--- src/sv/ppit_pkg.sv ---
// Shared sizes, codes and word types for the polygon point-inside test.
// Used by every module of the block; depends on nothing else.
`default_nettype none

package ppit_pkg;

  localparam int MAX_VERTICES = 64;
  localparam int COORD_BITS   = 24;

  localparam int CNT_W  = $clog2(MAX_VERTICES + 1);
  localparam int IDX_W  = $clog2(MAX_VERTICES);
  localparam int DIFF_W = COORD_BITS + 1;
  localparam int PROD_W = 2 * DIFF_W;
  localparam int PAIR_W = 2 * COORD_BITS;
  localparam int TERM_W = PAIR_W + 1;
  localparam int SUM_W  = TERM_W + IDX_W;
  localparam int AREA_W = 54;
  localparam int MAG_W  = (SUM_W > AREA_W) ? SUM_W : AREA_W;

  localparam logic [AREA_W-1:0] AREA_MAX = '1;

  localparam logic CMD_LOAD    = 1'b0;
  localparam logic CMD_QUERY   = 1'b1;
  localparam logic KIND_REPORT = 1'b0;
  localparam logic KIND_QUERY  = 1'b1;

  typedef struct packed {
    logic                         command;
    logic signed [COORD_BITS-1:0] point_x;
    logic signed [COORD_BITS-1:0] point_y;
    logic                         last_vertex;
  } in_word_t;

  typedef struct packed {
    logic              kind;
    logic              inside_res;
    logic              clockwise;
    logic [AREA_W-1:0] twice_area;
    logic              error;
  } out_word_t;

  typedef struct packed {
    logic signed [COORD_BITS-1:0] x;
    logic signed [COORD_BITS-1:0] y;
  } vertex_t;

  // Query point travelling down the cell row.
  typedef struct packed {
    logic    valid;
    vertex_t pt;
  } token_t;

  // Running crossing parity handed from cell to cell.
  typedef struct packed {
    logic valid;
    logic par;
  } parity_t;

  typedef struct packed {
    logic             valid;
    logic [IDX_W-1:0] idx;
    vertex_t          pt;
  } cell_wr_t;

  // One shoelace term a.x*b.y - a.y*b.x.
  typedef struct packed {
    logic    valid;
    vertex_t a;
    vertex_t b;
  } term_req_t;

endpackage

`default_nettype wire

--- src/sv/ppit_cell.sv ---
// One cell of the vertex row: holds one vertex and tests the query point
// against the edge from its left neighbor's vertex. Depends on ppit_pkg.
`default_nettype none

module ppit_cell import ppit_pkg::*; (
  input  wire logic    clk,
  input  wire logic    rst_n,
  input  wire logic    wr_en,
  input  wire vertex_t wr_pt,
  input  wire logic    active,
  input  wire vertex_t prev_pt,
  output vertex_t      own_pt,
  input  wire token_t  tok_in,
  output token_t       tok_out,
  input  wire parity_t par_in,
  output parity_t      par_out
);

  vertex_t pt_r, pt_nxt;
  logic    tok_v_r;
  vertex_t tok_pt_r;

  logic                     s1_v_r;
  logic signed [DIFF_W-1:0] a_r, dy_r, c_r, e_r;
  logic signed [DIFF_W-1:0] a_nxt, dy_nxt, c_nxt, e_nxt;
  logic                     span_r, span_nxt, up_r, up_nxt;

  logic                     s2_v_r;
  logic signed [PROD_W-1:0] pad_r, pce_r, pad_nxt, pce_nxt;
  logic                     span2_r, up2_r;

  logic par_v_r, par_r, par_nxt, cross_hit;

  always_comb begin
    pt_nxt = wr_en ? wr_pt : pt_r;
    // The edge spans the query row when y lies in [low end, high end).
    span_nxt = active &&
               ((pt_r.y <= tok_pt_r.y && tok_pt_r.y < prev_pt.y) ||
                (prev_pt.y <= tok_pt_r.y && tok_pt_r.y < pt_r.y));
    up_nxt  = prev_pt.y > pt_r.y;
    a_nxt   = DIFF_W'(tok_pt_r.x) - DIFF_W'(pt_r.x);
    dy_nxt  = DIFF_W'(prev_pt.y)  - DIFF_W'(pt_r.y);
    c_nxt   = DIFF_W'(prev_pt.x)  - DIFF_W'(pt_r.x);
    e_nxt   = DIFF_W'(tok_pt_r.y) - DIFF_W'(pt_r.y);
    pad_nxt = PROD_W'(a_r) * PROD_W'(dy_r);
    pce_nxt = PROD_W'(c_r) * PROD_W'(e_r);
    // The sign of the y span decides which way the cross products compare.
    cross_hit = up2_r ? (pad_r < pce_r) : (pce_r < pad_r);
    par_nxt   = par_in.par ^ (span2_r && cross_hit);
  end

  always_ff @(posedge clk) begin
    pt_r     <= pt_nxt;
    tok_pt_r <= tok_in.pt;
    a_r      <= a_nxt;
    dy_r     <= dy_nxt;
    c_r      <= c_nxt;
    e_r      <= e_nxt;
    span_r   <= span_nxt;
    up_r     <= up_nxt;
    pad_r    <= pad_nxt;
    pce_r    <= pce_nxt;
    span2_r  <= span_r;
    up2_r    <= up_r;
    par_r    <= par_nxt;
    if (!rst_n) begin
      tok_v_r <= 1'b0;
      s1_v_r  <= 1'b0;
      s2_v_r  <= 1'b0;
      par_v_r <= 1'b0;
    end else begin
      tok_v_r <= tok_in.valid;
      s1_v_r  <= tok_v_r;
      s2_v_r  <= s1_v_r;
      par_v_r <= s2_v_r;
    end
  end

  assign own_pt        = pt_r;
  assign tok_out.valid = tok_v_r;
  assign tok_out.pt    = tok_pt_r;
  assign par_out.valid = par_v_r;
  assign par_out.par   = par_r;

endmodule

`default_nettype wire

--- config.mk ---
export PLATFORM = sky130hd
export DESIGN_NAME = ppit_cell
export DESIGN_NICKNAME = d
export VERILOG_FILES = /design/src/sv/ppit_pkg.sv /design/src/sv/ppit_cell.sv
export SDC_FILE = /design/constraint.sdc
export NUM_CORES = 2
export LEC_CHECK = 0
export ABC_CLOCK_PERIOD_IN_PS = 6600
export BUFFER_PORTS_ARGS = -buffer_cell sky130_fd_sc_hd__buf_2
export CAP_MARGIN = 40
export CORE_ASPECT_RATIO = 1.1
export CORE_MARGIN = 2
export CORE_UTILIZATION = 48
export DETAILED_ROUTE_END_ITERATION = 12
export PLACE_DENSITY = 0.67
export REMOVE_ABC_BUFFERS = 1
export SYNTH_ARGS = -nofsm -noshare
export SYNTH_HDL_FRONTEND = slang
export SYNTH_SLANG_ARGS = --single-unit
--- constraint.sdc ---
create_clock -name clk -period 6.6 [get_ports clk]
set_input_delay 0.99 -clock clk [delete_from_list [all_inputs] [get_ports clk]]
set_output_delay 0.99 -clock clk [all_outputs]
set_load 0.01 [all_outputs]
# == Yosys cells after proc, flatten, opt, wreduce, memory -nomap -nowiden ==
# Cells that the tools add are included.
# totals
register_bits,305
word_cells,39
input_bits,151
# classes
n_mux,1
reduce_logical,5
bitwise,1
order_cmp,7
add_sub_neg,4
n_mul,2
# op_table
operator,count
50-bit less-than comparator,2
25-bit by 25-bit multiplier with 50-bit output,2
24-bit by 24-bit subtractor with 25-bit output,4
24-bit less-or-equal comparator,2
24-bit less-than comparator,2
24-bit > comparator,1
1-bit logical AND,4
1-bit logical OR,1
1-bit 2-to-1 mux,1
1-bit XOR,1

# == Logic depth before layout (Yosys ltp) ==
# logic_depth
depth_word,4
depth_mapped,29
ltp_nobuf,26

# == Worst setup path after synthesis ==
# OpenSTA, ideal clock, no wires.
# synth_path
path_kind,reg2reg
startpoint,register a_r[24]
endpoint,register pad_r[43]
required_ps,6477
setup_ps,123
stages_incl_launch_ff,27
synth_period_minus_slack_ps,7013
t_arrival_ps,6890
slack_ps,-413
path_buffers,2
path_cell_list,dfxtp_1 clkbuf_1 nand2_1 inv_1 fa_1 fa_1 inv_1 fa_1 inv_1 fa_1 fa_1 fa_1 inv_1 fa_1 inv_1 ha_1 clkbuf_1 a21o_1 a21o_1 a21oi_1 nand2_1 a2111oi_2 nor4_1 or3_4 a32oi_1 o21ai_1 xor2_1
# synth_between
elab_chain_cells,1
# synth_rtl
element,line,text
start: declaration,ppit_cell.sv:24,"logic signed [DIFF_W-1:0] a_r, dy_r, c_r, e_r;"
start signal: assignment,ppit_cell.sv:55,a_r <= a_nxt;
25-bit by 25-bit multiplier with 50-bit output,ppit_cell.sv:45,pad_nxt = PROD_W'(a_r) * PROD_W'(dy_r);
net pad_nxt[43],ppit_cell.sv:29,"logic signed [PROD_W-1:0] pad_r, pce_r, pad_nxt, pce_nxt;"
end signal: assignment,ppit_cell.sv:61,pad_r <= pad_nxt;
end: declaration,ppit_cell.sv:29,
# The timed path passes the listed nets, and every way through them passes these cells.
# A chain may end at the register's enable or synchronous reset.

# == Worst setup path in the final report ==
# layout_path
startpoint,register a_r[10]
endpoint,register pad_r[43]
# Same word-level chain as after synthesis.

==> impl_metrics.toml <==
[outcome]
status = "complete, but fails checks"
violations = "setup timing"

[worst_setup_path]
regToRegEndpoint = "pad_r[43]"
cp_num_buf_inv = 5
end_kind = "flop"
endpoint = "pad_r[43]"
crit_fanout = 14
slowest_stage = "fa_1"
required_ps = 7100
crit_type = "flop to flop"
worstReg2RegStart = "a_r[10]"
cp.depth = 24
start_kind = "flop"
crit_family = "adder cells"
cpMostUsedCell = "fa_1"
rr_worst_depth = 24
slowest_delay_ps = 600
cp_cell_sequence = "buf_4 > buf_6 > and2_1 > fa_1 > fa_1 > fa_1 > fa_2 > fa_1 > fa_1 > inv_1 > fa_1 > inv_2 > ha_4 > a21o_1 > a21o_1 > a21oi_2 > nand2_2 > a2111oi_4 > buf_4 > nor4_2 > or3_4 > a32oi_1 > o21ai_1 > xor2_1"
reg2reg_slack_ps = -270
worstPathArrival_ps = 7370
critPathLaunch = "a_r[10]"

[sta]
worstMarginPinSlew_ps = 958
setup_viol = 27
rsz0062_at_grt = "true"
timing.fmax_mhz = 145
worst_slack_ps = -273
hold_violations = 0
finClkSkew_ps = 59.3
max-slew-margin-rel_pct = 35.6
slew_violations = 0
period_minus_slack_ps = 6870
period_share_pct = 104

[clocking]
cts.sinks = 305
max-clock-path-buffers = 3
clk_latency_ps = 620
clk_pin_slew_ps = 70
cts_root_buffer = "clkbuf_16"
h-tree-depth = 2
cts_tree = "done"
cts_hold_buf = 0
numCtsBuffers = 39

[layout]
fin_area_um2 = 69600
area_growth_pct = 18.8
drive_gt1_share_pct = 18.5
layout.nets = 8811

[yosys]
synth-edff-count = 48
yosys_warnings = 0
synth_area_leaders = "fa_1, ha_1, inv_1, dfxtp_1, and2_1"
syn_area_um2 = 58500
synthArstFlopShare_pct = 0
synth_seq_area_share_pct = 11.3
synth.distinct_cells = 71
avgSynthCellArea_um2 = 9.45
ys_seq_elements = 305
ys.flop_type = "dfxtp_1"
yosysTopAreaCell = "fa_1"
synth_top_area_share_pct = 45.1
synthCells = 6193

[drt]
avgRoutedWirePerCell_um = 18.5
initialDrtViolationCount = 2452
via_per_inst = 5.16
drt_first_pass_iters = 7
drc = 0
detail-route-antenna-nets = 0
vias = 44129
wirelength_um = 159000

[worst_hold_path]
hp-class = "flop to flop"

[grt]
grt_max_degree = 49
grt-ovfl-total = 0
grt_pass1_vias = 48285
grt_usage_pct = 26.4
grt_pass1_wl_um = 255000
antenna_found_initial = 18

[run]
maxCapViolCount = 0

[die]
row_count = 134
die-area_um2 = 125000
start_util_pct = 48.3
die_y_um = 370
ioPinCount = 250
die_w_um = 337
core_um2 = 121000

[place]
place_congestion = 0.937
place_area_um2 = 65700
dp_hpwl_um = 136000
port_buffers = 248
[timing repair]
action	4_1_cts	5_1_grt
resized for setup	302	197
pin swaps	160	138
gates cloned	3	1
setup endpoints to repair	50	49
setup buffers	75	31
[flip-flops by register name, indices dropped and copies added (netlist names)]
name / count
par_r: 1
tok_out: 48
span_r: 1
s1_v_r: 1
up_r: 1
pad_r: 50
a_r: 25
pce_r: 50
tok_v_r: 1
par_v_r: 1
up2_r: 1
s2_v_r: 1
c_r: 25
dy_r: 25
span2_r: 1
e_r: 25
own_pt: 48
[stage by stage]
step | hold WS (ps) | worst slack [ps] | cells | util, % | setup TNS (ps)
2_1_floorplan | 310 | -337 | 5969 | - | -2090
3_3_place_gp | 315 | -633 | 8379 | 54.2 | -12800
3_5_place_dp | 320 | -651 | 8380 | 54.2 | -14520
4_1_cts | 332 | -294 | 8525 | 56.6 | -2710
5_1_grt | 339 | -511 | 8551 | 57.4 | -9700
6_report | 330 | -273 | 8555 | 57.4 | -3890
[cell usage after synthesis (12+ instances only)]
cell type,number
nor2_1,155
a21oi_1,174
a31oi_1,14
fa_1,1320
o31ai_1,12
o21bai_1,21
a21o_1,77
edfxtp_1,48
nor2b_1,27
dfxtp_1,257
inv_1,1468
and2_1,606
ha_1,454
a21boi_0,13
a211oi_1,18
o21ai_0,105
nand4_1,44
nand2_1,713
xor2_1,56
o21a_1,28
xnor2_1,134
nand3_1,31
nand2b_1,39
clkbuf_1,218
nor3_1,30
[worst min-delay path by stage]
| stage | endpoint | depth (start not counted) | from |
|---|---|---|---|
| 2_1_floorplan | span2_r | 0 | span_r |
| 3_3_place_gp | up2_r | 0 | up_r |
| 3_5_place_dp | up2_r | 0 | up_r |
| 4_1_cts | up2_r | 0 | up_r |
| 5_1_grt | up2_r | 0 | up_r |
| 6_report | up2_r | 0 | up_r |
[final cells by class]
class	count	area, um2
well taps	1632	2040
flip-flops and latches	305	6750
fillers	10544	51700
inverters	1469	5510
clock buffers	52	1150
clock inverters	20	219
multi-input cells	4195	46800
diodes	6	15.0
repair buffers	876	7060
[layer usage]
layer | vias to the layer above | wire, um | GRT usage (%)
met5 | - | 140 | 0
met4 | 20 | 7120 | 10.3
met3 | 326 | 9660 | 4.03
met2 | 1331 | 81200 | 47.0
met1 | 22609 | 60600 | 32.2
li1 | 19843 | - | -
[cell families (layout without fill, tap and decap cells)]
group	Yosys count	in the layout	share of synthesized area [%]
AND/OR/NAND/NOR	1687	1687	14.2
other	0	6	0
AO/OA/AOI/OAI	540	540	5.86
adder cells (fa/ha/maj)	1774	1774	54.9
buffers and inverters	1693	2417	10.9
flip-flops	305	305	11.3
XOR/XNOR	190	190	2.84
multiplexers	4	4	0.0705
[cell usage in the layout, fill, tap and decap left out, types with 28 or more instances in the layout]
cell	netlist	routed
buf_6	0	62
nand4_1	44	44
xnor2_1	134	129
nor3_1	30	28
ha_1	454	421
buf_2	1	251
inv_2	0	42
xor2_1	56	55
buf_12	0	60
a21oi_2	1	28
clkbuf_16	0	41
nand2_1	713	692
nand3_1	31	28
o21ai_0	105	88
dfxtp_1	257	196
edfxtp_1	48	48
o21a_1	28	28
nor2_1	155	151
dfxtp_4	0	35
fa_1	1320	1278
and2_1	606	582
a21o_1	77	75
fa_2	0	42
nand2b_1	39	38
buf_4	3	492
a21oi_1	174	141
inv_1	1468	1426
Power is not shown: default switching activity piles up to over one toggle a cycle in this logic, so the estimate is an artifact.
